[config.mk]
export PLATFORM = sky130hd
export DESIGN_NAME = first_fit_block_allocator
export DESIGN_NICKNAME = d
export VERILOG_FILES = /design/src/sv/ffba_pkg.sv /design/src/sv/first_fit_block_allocator.sv
export SDC_FILE = /design/constraint.sdc
export NUM_CORES = 2
export LEC_CHECK = 0
export ABC_AREA = 0
export BUFFER_PORTS_ARGS = -buffer_cell sky130_fd_sc_hd__buf_4
export CELL_PAD_IN_SITES_DETAIL_PLACEMENT = 1
export CELL_PAD_IN_SITES_GLOBAL_PLACEMENT = 1
export CORE_MARGIN = 1.5
export CORE_UTILIZATION = 35
export DETAILED_ROUTE_END_ITERATION = 6
export PLACE_DENSITY = 0.54
export SLEW_MARGIN = 10
export SYNTH_ARGS = -nofsm -noshare
export SYNTH_HDL_FRONTEND = slang
export SYNTH_SLANG_ARGS = --single-unit
[constraint.sdc]
create_clock -name i_clk -period 20.8 [get_ports i_clk]
set_clock_uncertainty 0.1 [all_clocks]
set_input_delay 6.24 -clock i_clk [delete_from_list [all_inputs] [get_ports i_clk]]
set_output_delay 6.24 -clock i_clk [all_outputs]
set_load 0.005 [all_outputs]
[src/sv/ffba_pkg.sv]
// ----------------------------------------------------------------------------
// ffba_pkg
// Shared types and constants for the first-fit block allocator: transaction
// payloads, action and status codes, table entry layout and default limits.
// ----------------------------------------------------------------------------
package ffba_pkg;

    // Default structural limits.
    localparam int ARENA_LIMIT_DEF  = 65536;
    localparam int HEADER_BYTES_DEF = 16;
    localparam int MIN_GRANULE_DEF  = 4;
    localparam int MAX_GRANULE_DEF  = 4096;
    localparam int MAX_BLOCKS_DEF   = 64;

    // Configuration register indexes and reset values.
    localparam logic CFG_ARENA_BYTES = 1'b0;
    localparam logic CFG_CHUNK_BYTES = 1'b1;
    localparam logic [16:0] ARENA_BYTES_RST = 17'd4096;
    localparam logic [12:0] CHUNK_BYTES_RST = 13'd16;

    typedef enum logic [1:0] {
        ACT_INIT  = 2'd0,
        ACT_ALLOC = 2'd1,
        ACT_FREE  = 2'd2,
        ACT_EXIT  = 2'd3
    } t_action;

    typedef enum logic [2:0] {
        ST_OK       = 3'd0,
        ST_BADCFG   = 3'd1,
        ST_TOOBIG   = 3'd2,
        ST_NOSPACE  = 3'd3,
        ST_NOTFOUND = 3'd4,
        ST_INUSE    = 3'd5,
        ST_NOTINIT  = 3'd6,
        ST_FULL     = 3'd7
    } t_status;

    typedef struct packed {
        logic [1:0]  action;
        logic [15:0] request_bytes;
        logic [15:0] block_address;
    } t_req;

    typedef struct packed {
        logic [2:0]  status;
        logic [15:0] data_address;
    } t_rsp;

    // One block of the address-ordered table.
    typedef struct packed {
        logic [15:0] start;
        logic [16:0] size;
        logic        in_use;
    } t_entry;

endpackage

[src/sv/first_fit_block_allocator.sv]
// ----------------------------------------------------------------------------
// first_fit_block_allocator
// First-fit byte-arena allocator with splitting and coalescing, keeping its
// block table in a single-port synchronous memory.
// ----------------------------------------------------------------------------
// Each transaction is handled on its own; the next one is taken once the
// previous result has been placed in the output register. Init and allocate
// first run a bit-serial remainder unit to round a size up to the granule.
// Scans of the block table read every entry through the registered memory
// port before it is examined, and inserting or removing an entry shifts the
// entries behind it one at a time.
module first_fit_block_allocator
    import ffba_pkg::*;
#(
    parameter int ARENA_LIMIT  = ARENA_LIMIT_DEF,
    parameter int HEADER_BYTES = HEADER_BYTES_DEF,
    parameter int MIN_GRANULE  = MIN_GRANULE_DEF,
    parameter int MAX_GRANULE  = MAX_GRANULE_DEF,
    parameter int MAX_BLOCKS   = MAX_BLOCKS_DEF
) (
    input  logic        i_clk,
    input  logic        i_rst_n,
    input  logic        i_cfg_we,
    input  logic        i_cfg_index,
    input  logic [16:0] i_cfg_data,
    input  logic        i_in_valid,
    output logic        o_in_ready,
    input  t_req        i_in_data,
    output logic        o_out_valid,
    input  logic        i_out_ready,
    output t_rsp        o_out_data
);

    localparam int IW = (MAX_BLOCKS > 1) ? $clog2(MAX_BLOCKS) : 1;
    localparam int CW = $clog2(MAX_BLOCKS + 1);
    localparam logic [17:0] HDR   = 18'(HEADER_BYTES);
    localparam logic [17:0] LIMIT = 18'(ARENA_LIMIT);
    localparam logic [CW-1:0] MAXB = CW'(MAX_BLOCKS);

    typedef enum logic [4:0] {
        S_IDLE, S_DIV, S_ROUND, S_A_RD, S_A_CHK, S_A_SHU_RD, S_A_SHU_WR,
        S_A_WR_NEW, S_A_WR_CUR, S_F_RD, S_F_CHK, S_F_NRD, S_F_NCHK,
        S_SHD_RD, S_SHD_WR, S_F_WCUR, S_F_PRD, S_F_PCHK, S_X_RD, S_X_CHK,
        S_DONE
    } t_state;

    // Block table memory.
    t_entry mem [MAX_BLOCKS];
    logic          mem_we;
    logic [IW-1:0] mem_wa;
    t_entry        mem_wd;
    logic          mem_re;
    logic [IW-1:0] mem_ra;
    t_entry        r_rd;

    always_ff @(posedge i_clk) begin
        if (mem_we) begin
            mem[mem_wa] <= mem_wd;
        end
        if (mem_re) begin
            r_rd <= mem[mem_ra];
        end
    end

    // Control and working registers.
    t_state r_state, n_state, r_ret, n_ret;
    logic [16:0] r_arena_bytes;
    logic [12:0] r_chunk_bytes;
    logic [CW-1:0] r_count, n_count, r_idx, n_idx, r_j, n_j;
    logic r_arena_ready, n_arena_ready;
    logic [12:0] r_gran, n_gran;
    t_req r_req, n_req;
    logic [16:0] r_n, n_n;
    t_entry r_cur, n_cur;
    t_status r_status, n_status;
    logic [15:0] r_addr, n_addr;
    logic [16:0] r_divx, n_divx;
    logic [12:0] r_rem, n_rem;
    logic [12:0] r_divd, n_divd;
    logic [4:0] r_bit, n_bit;
    logic r_out_valid, n_out_valid;
    t_rsp r_out, n_out;

    logic [13:0] rem_sh;
    logic [17:0] rounded, need;
    logic [17:0] xsrc;

    assign o_in_ready  = (r_state == S_IDLE);
    assign o_out_valid = r_out_valid;
    assign o_out_data  = r_out;

    // Sequencer: reads, modifies and writes back table entries.
    always_comb begin
        n_state = r_state;  n_ret = r_ret;  n_count = r_count;  n_idx = r_idx;
        n_j = r_j;  n_arena_ready = r_arena_ready;  n_gran = r_gran;
        n_req = r_req;  n_n = r_n;  n_cur = r_cur;  n_status = r_status;
        n_addr = r_addr;  n_divx = r_divx;  n_rem = r_rem;  n_divd = r_divd;
        n_bit = r_bit;  n_out_valid = r_out_valid;  n_out = r_out;
        mem_we = 1'b0;  mem_wa = r_idx[IW-1:0];  mem_wd = r_cur;
        mem_re = 1'b0;  mem_ra = r_idx[IW-1:0];
        rem_sh = {r_rem, r_divx[16]};
        xsrc = (r_req.action == ACT_INIT) ? {1'b0, r_arena_bytes}
                                          : {2'b00, r_req.request_bytes};
        rounded = xsrc + ((r_rem == '0) ? 18'd0 : 18'({1'b0, r_divd} - {1'b0, r_rem}));
        need = {1'b0, r_n} + HDR + {5'd0, r_divd};

        if (r_out_valid && i_out_ready) begin
            n_out_valid = 1'b0;
        end

        case (r_state)
            S_IDLE: begin
                if (i_in_valid) begin
                    n_req  = i_in_data;
                    n_addr = '0;
                    n_idx  = '0;
                    n_bit  = 5'd16;
                    n_rem  = '0;
                    n_state = S_DONE;
                    if (i_in_data.action == ACT_INIT) begin
                        if (r_arena_bytes == '0 || {1'b0, r_arena_bytes} > LIMIT ||
                            32'(r_chunk_bytes) < 32'(MIN_GRANULE) ||
                            32'(r_chunk_bytes) > 32'(MAX_GRANULE)) begin
                            n_status = ST_BADCFG;
                        end else begin
                            n_divx  = r_arena_bytes;
                            n_divd  = r_chunk_bytes;
                            n_state = S_DIV;
                        end
                    end else if (!r_arena_ready) begin
                        n_status = ST_NOTINIT;
                    end else if (i_in_data.action == ACT_ALLOC) begin
                        n_divx  = {1'b0, i_in_data.request_bytes};
                        n_divd  = (r_gran == '0) ? 13'd1 : r_gran;
                        n_state = S_DIV;
                    end else if (i_in_data.action == ACT_FREE) begin
                        n_state = S_F_RD;
                    end else begin
                        n_state = S_X_RD;
                    end
                end
            end
            // One restoring remainder step per cycle.
            S_DIV: begin
                if (rem_sh >= {1'b0, r_divd}) begin
                    n_rem = 13'(rem_sh - {1'b0, r_divd});
                end else begin
                    n_rem = rem_sh[12:0];
                end
                n_divx = {r_divx[15:0], 1'b0};
                n_bit  = r_bit - 5'd1;
                if (r_bit == '0) begin
                    n_state = S_ROUND;
                end
            end
            S_ROUND: begin
                if (r_req.action == ACT_INIT) begin
                    n_state = S_DONE;
                    if (rounded + (HDR << 1) > LIMIT) begin
                        n_status = ST_TOOBIG;
                    end else if (rounded < HDR) begin
                        n_status = ST_BADCFG;
                    end else begin
                        mem_we = 1'b1;
                        mem_wa = '0;
                        mem_wd = '{start: 16'(HDR << 1), size: 17'(rounded - HDR),
                                   in_use: 1'b0};
                        n_count = CW'(1);
                        n_arena_ready = 1'b1;
                        n_gran = r_chunk_bytes;
                        n_status = ST_OK;
                    end
                end else begin
                    n_n = rounded[16:0];
                    n_state = S_A_RD;
                end
            end
            // Allocate: first-fit scan.
            S_A_RD: begin
                if (r_idx >= r_count) begin
                    n_status = ST_NOSPACE;
                    n_state = S_DONE;
                end else begin
                    mem_re = 1'b1;
                    n_state = S_A_CHK;
                end
            end
            S_A_CHK: begin
                if (r_rd.in_use || r_rd.size < r_n) begin
                    n_idx = r_idx + 1'b1;
                    n_state = S_A_RD;
                end else begin
                    n_cur = r_rd;
                    n_addr = 16'({2'b00, r_rd.start} + HDR);
                    if ({1'b0, r_rd.size} >= need) begin
                        if (r_count >= MAXB) begin
                            n_status = ST_FULL;
                            n_state = S_DONE;
                        end else begin
                            n_j = r_count;
                            n_state = S_A_SHU_RD;
                        end
                    end else begin
                        mem_we = 1'b1;
                        mem_wd = '{start: r_rd.start, size: r_rd.size, in_use: 1'b1};
                        n_status = ST_OK;
                        n_state = S_DONE;
                    end
                end
            end
            // Open a gap behind the chosen entry.
            S_A_SHU_RD: begin
                if (r_j > r_idx + 1'b1) begin
                    mem_re = 1'b1;
                    mem_ra = IW'(r_j - 1'b1);
                    n_state = S_A_SHU_WR;
                end else begin
                    n_state = S_A_WR_NEW;
                end
            end
            S_A_SHU_WR: begin
                mem_we = 1'b1;
                mem_wa = r_j[IW-1:0];
                mem_wd = r_rd;
                n_j = r_j - 1'b1;
                n_state = S_A_SHU_RD;
            end
            S_A_WR_NEW: begin
                mem_we = 1'b1;
                mem_wa = IW'(r_idx + 1'b1);
                mem_wd = '{start: 16'({2'b00, r_cur.start} + HDR + {1'b0, r_n}),
                           size: 17'({1'b0, r_cur.size} - {1'b0, r_n} - HDR),
                           in_use: 1'b0};
                n_count = r_count + 1'b1;
                n_state = S_A_WR_CUR;
            end
            S_A_WR_CUR: begin
                mem_we = 1'b1;
                mem_wd = '{start: r_cur.start, size: r_n, in_use: 1'b1};
                n_status = ST_OK;
                n_state = S_DONE;
            end
            // Free: look up the block by its data address.
            S_F_RD: begin
                if (r_idx >= r_count) begin
                    n_status = ST_NOTFOUND;
                    n_state = S_DONE;
                end else begin
                    mem_re = 1'b1;
                    n_state = S_F_CHK;
                end
            end
            S_F_CHK: begin
                if (r_rd.in_use &&
                    ({2'b00, r_rd.start} + HDR) == {2'b00, r_req.block_address}) begin
                    n_cur = '{start: r_rd.start, size: r_rd.size, in_use: 1'b0};
                    n_state = S_F_NRD;
                end else begin
                    n_idx = r_idx + 1'b1;
                    n_state = S_F_RD;
                end
            end
            S_F_NRD: begin
                if (r_idx + 1'b1 < r_count) begin
                    mem_re = 1'b1;
                    mem_ra = IW'(r_idx + 1'b1);
                    n_state = S_F_NCHK;
                end else begin
                    n_state = S_F_WCUR;
                end
            end
            S_F_NCHK: begin
                if (!r_rd.in_use) begin
                    n_cur.size = 17'({1'b0, r_cur.size} + HDR + {1'b0, r_rd.size});
                    n_j = r_idx + 1'b1;
                    n_ret = S_F_WCUR;
                    n_state = S_SHD_RD;
                end else begin
                    n_state = S_F_WCUR;
                end
            end
            // Close the gap left by a merged entry.
            S_SHD_RD: begin
                if (r_j + 1'b1 < r_count) begin
                    mem_re = 1'b1;
                    mem_ra = IW'(r_j + 1'b1);
                    n_state = S_SHD_WR;
                end else begin
                    n_count = r_count - 1'b1;
                    n_state = r_ret;
                end
            end
            S_SHD_WR: begin
                mem_we = 1'b1;
                mem_wa = r_j[IW-1:0];
                mem_wd = r_rd;
                n_j = r_j + 1'b1;
                n_state = S_SHD_RD;
            end
            S_F_WCUR: begin
                mem_we = 1'b1;
                n_status = ST_OK;
                n_state = (r_idx != '0) ? S_F_PRD : S_DONE;
            end
            S_F_PRD: begin
                mem_re = 1'b1;
                mem_ra = IW'(r_idx - 1'b1);
                n_state = S_F_PCHK;
            end
            S_F_PCHK: begin
                if (!r_rd.in_use) begin
                    mem_we = 1'b1;
                    mem_wa = IW'(r_idx - 1'b1);
                    mem_wd = '{start: r_rd.start,
                               size: 17'({1'b0, r_rd.size} + HDR + {1'b0, r_cur.size}),
                               in_use: 1'b0};
                    n_j = r_idx;
                    n_ret = S_DONE;
                    n_state = S_SHD_RD;
                end else begin
                    n_state = S_DONE;
                end
            end
            // Exit: release only when nothing is in use.
            S_X_RD: begin
                if (r_idx >= r_count) begin
                    n_arena_ready = 1'b0;
                    n_count = '0;
                    n_status = ST_OK;
                    n_state = S_DONE;
                end else begin
                    mem_re = 1'b1;
                    n_state = S_X_CHK;
                end
            end
            S_X_CHK: begin
                if (r_rd.in_use) begin
                    n_status = ST_INUSE;
                    n_state = S_DONE;
                end else begin
                    n_idx = r_idx + 1'b1;
                    n_state = S_X_RD;
                end
            end
            // Hand the result to the output register once it is free.
            S_DONE: begin
                if (!r_out_valid || i_out_ready) begin
                    n_out_valid = 1'b1;
                    n_out.status = r_status;
                    n_out.data_address = (r_status == ST_OK) ? r_addr : 16'd0;
                    n_state = S_IDLE;
                end
            end
            default: begin
                n_state = S_IDLE;
            end
        endcase
    end

    // State, configuration and working registers.
    always_ff @(posedge i_clk) begin
        if (!i_rst_n) begin
            r_state <= S_IDLE;
            r_ret <= S_DONE;
            r_count <= '0;
            r_arena_ready <= 1'b0;
            r_gran <= '0;
            r_out_valid <= 1'b0;
            r_arena_bytes <= ARENA_BYTES_RST;
            r_chunk_bytes <= CHUNK_BYTES_RST;
        end else begin
            r_state <= n_state;
            r_ret <= n_ret;
            r_count <= n_count;
            r_arena_ready <= n_arena_ready;
            r_gran <= n_gran;
            r_out_valid <= n_out_valid;
            if (i_cfg_we) begin
                if (i_cfg_index == CFG_ARENA_BYTES) begin
                    r_arena_bytes <= i_cfg_data;
                end else begin
                    r_chunk_bytes <= i_cfg_data[12:0];
                end
            end
        end
        r_idx <= n_idx;
        r_j <= n_j;
        r_req <= n_req;
        r_n <= n_n;
        r_cur <= n_cur;
        r_status <= n_status;
        r_addr <= n_addr;
        r_divx <= n_divx;
        r_rem <= n_rem;
        r_divd <= n_divd;
        r_bit <= n_bit;
        r_out <= n_out;
    end

    // The table never grows beyond its capacity.
    a_count_max: assert property (@(posedge i_clk) disable iff (!i_rst_n)
        r_count <= MAXB)
        else $error("block table count exceeds capacity");

    // Without an arena the table is empty.
    a_empty_unready: assert property (@(posedge i_clk) disable iff (!i_rst_n)
        !r_arena_ready |-> r_count == '0)
        else $error("entries present without an arena");

    // A failed transaction never reports an address.
    a_fail_no_addr: assert property (@(posedge i_clk) disable iff (!i_rst_n)
        (r_out_valid && r_out.status != ST_OK) |-> r_out.data_address == '0)
        else $error("address reported for a failed transaction");

    // A new result is only loaded when the previous one has been taken.
    a_no_overwrite: assert property (@(posedge i_clk) disable iff (!i_rst_n)
        (r_out_valid && !i_out_ready) |=> r_out_valid && $stable(r_out))
        else $error("pending result overwritten");

endmodule
==> results.ini <==
[outcome]
status=complete, no violations

[floorplan]
row_count=202
start_util_pct=35.3
die_h_um=556
die_w_um=556
design.core.area_sq_um=303000
ioPinCount=78
dieArea_sq_um=309000

[sta]
worst_slack_ns=11.22
rsz0062_at_grt=no
tightest_slew_ns=1.27
holdWs_ns=0.365
fmax_mhz=104
finalHoldViolations=0
final.min_clock_period_ns=9.58
tns_ns=0
min_period_over_period_pct=46.0
slew_violations=0
slew_headroom_pct=14.7
finalSetupViolCount=0

[cells_and_area]
fill_cells=31500
layoutNonFillerInstCount=12900
drive_above_1_share_pct=9.86
multi_input_area_sq_um=31800
nets=8980
areaGrowthSynthToFinish_pct=14.1
ff_latch_area_sq_um=73100
fin_area_sq_um=122000

[drt]
viasPerCell=5.63
dr_total_vias=72600
wl_per_cell_um=29.7
ant_nets=0
drt_first_pass_iters=7
wirelength_mm=383
post-route-drc-count=0
drt_iter0_markers=6050

[grt]
grt_start_max_net_pins=144
grtUsageTotal_pct=24.3
grt.overflow.total=0
grt_pass1_wl_mm=547
grt_pass1_vias=74200
antenna_found_initial=29

[setup_path]
cp_max_fo=21
crit_path_max_incr_delay_ns=0.54
reg2reg_depth=31
slowest_stage=dfxtp_1
worstSetupStartpointType=register
crit_arrival_ns=3.24
cp.depth=5
path_cells=or2_2, nor2_1, nand3_1, inv_1, buf_4
cp.required_ns=14.46
path_class=register to primary output
crit_family=simple AND/OR/NAND/NOR gates
path_buf_inv=2
cp-end-kind=primary output

[clock_network]
cts_setup_buffers=0
cts-root-buf=clkbuf_16
cts_buffer_depth=4
cts_tree=yes
clock_latency_ns=0.91
numClockSinks=2454
h-tree-depth=5
ctsResizeCount=0
clkTransAtPathRegs_ns=0.06
cts_made_buffers=286
holdBufCountCts=0

[run]
drv_cap=0

[synthesis]
synth_common_cells=2,395 x edfxtp_1, 2,188 x nand2_1, 416 x nand3_1
ys_types=101
avgSynthCellArea_sq_um=12.4
synth_edf_count=2395
syn_nets=8916
synth_top_area_share_pct=67.3
ys.flop_type=edfxtp_1
ys_top_cells_by_area=edfxtp_1 67%, nand2_1 7.7%, ha_1 2.8%
ys_seq_elements=2454
synth_area_leader_cell=edfxtp_1
async_flop_share_pct=0
synthCells=8612
syn_area_sq_um=107000
synth.most_common_cell=edfxtp_1
ys_seq_area_share_pct=68.4
yosys_warnings=0

[placement]
io_buffers=77
placed_cells=12400
hpwl_mm=237
post-place-ws_ns=11.38
place_congestion=0.908
place_area_sq_um=113000

[pwr]
ir_worst_vdd_v=0.000142
power_leakage_nw=42.8
power.density_nw_per_um2=180

[worst_hold_path]
hold_path_class=register to register
min_path_cells=2

==> worst paths after layout <==
path,from,endpoint,slack (ns)
worst min-delay path,r_gran[12],r_gran[12],0.37
worst max-delay path,r_state[2],o_in_ready,11.22
worst max register to register,r_rem[2],mem[5][4],11.30
worst min register to register,r_gran[12],r_gran[12],0.37
==> cell usage in the layout (no fill, tap or decap), drive strengths merged, types with 27 or more instances in the layout <==
master	netlist	routed
nor2	294	294
o22ai	68	68
edfxtp	2395	2395
inv	184	198
a221oi	32	32
nor2b	27	27
mux2	30	30
a21o	44	44
nor3	60	60
and3	398	398
a21oi	210	210
nand4	31	31
nand3	416	416
buf	118	308
o21ai	146	146
or4	96	96
dfxtp	59	59
xor2	54	54
clkinv	0	132
nand2b	42	42
clkbuf	414	345
and2	31	31
a311oi	336	336
xnor2	89	89
a211oi	27	27
ha	239	239
nand2	2188	2188
mux2i	68	68
a31oi	221	221
==> area by class of cell <==
class | count | area share [%]
diodes | 25 | 0.0513
clock inverters | 164 | 1.12
clock buffers | 345 | 6.10
repair buffers | 308 | 2.05
inverters | 184 | 0.566
well taps | 3978 | 4.08
flip-flops and latches | 2454 | 59.9
multi-input cells | 5442 | 26.1
==> sequential cells by signal (all words and copies together) (netlist names), 5 cells and up <==
signal         flops
r_n               17
o_out_data        19
r_bit              5
r_state            5
mem             2176
r_arena_bytes     17
r_divx            17
r_divd            13
r_chunk_bytes     13
r_count            7
r_req             34
r_cur             34
r_rd              34
r_idx              7
r_gran            13
r_rem             13
r_j                7
r_addr            16
==> logic make-up after synthesis <==
family	share of synthesized area, %
multiplexers	0.953
buffers and inverters	2.59
XOR/XNOR	1.18
AND/OR/NAND/NOR	15.3
flip-flops	68.4
adder cells (fa/ha/maj)	2.95
AO/OA/AOI/OAI	8.62
==> per-stage QoR <==
stage	power (W)	util, %
finish	0.0220	40.2
global route	0.0229	40.2
CTS	0.0221	40.2
detailed placement	0.0172	37.3
global placement	0.0170	37.3
floorplan	0.0126	-
==> tightest hold or removal path: stages, from the launching register on <==
cell,delay [ns]
dfxtp_1,0.31
nand2_1,0.05
a21oi_1,0.05
==> power by group <==
part / total (W) / internal, W / switching (W)
registers: 0.00687 / 0.00661 / 0.000258
clock network: 0.00482 / 0.00272 / 0.00211
logic: 0.0103 / 0.00259 / 0.00768
total: 0.0220 / 0.0119 / 0.0100
==> routing by layer <==
layer / GRT usage (%) / part of all wire [%] / vias to the layer above
met5: 0 / 0 / -
met4: 8.79 / 3.7 / 0
met3: 2.76 / 4.5 / 530
met2: 39.9 / 47 / 1751
met1: 33.2 / 45 / 38000
li1: - / - / 32300
Power figures use the tool's default switching activity.
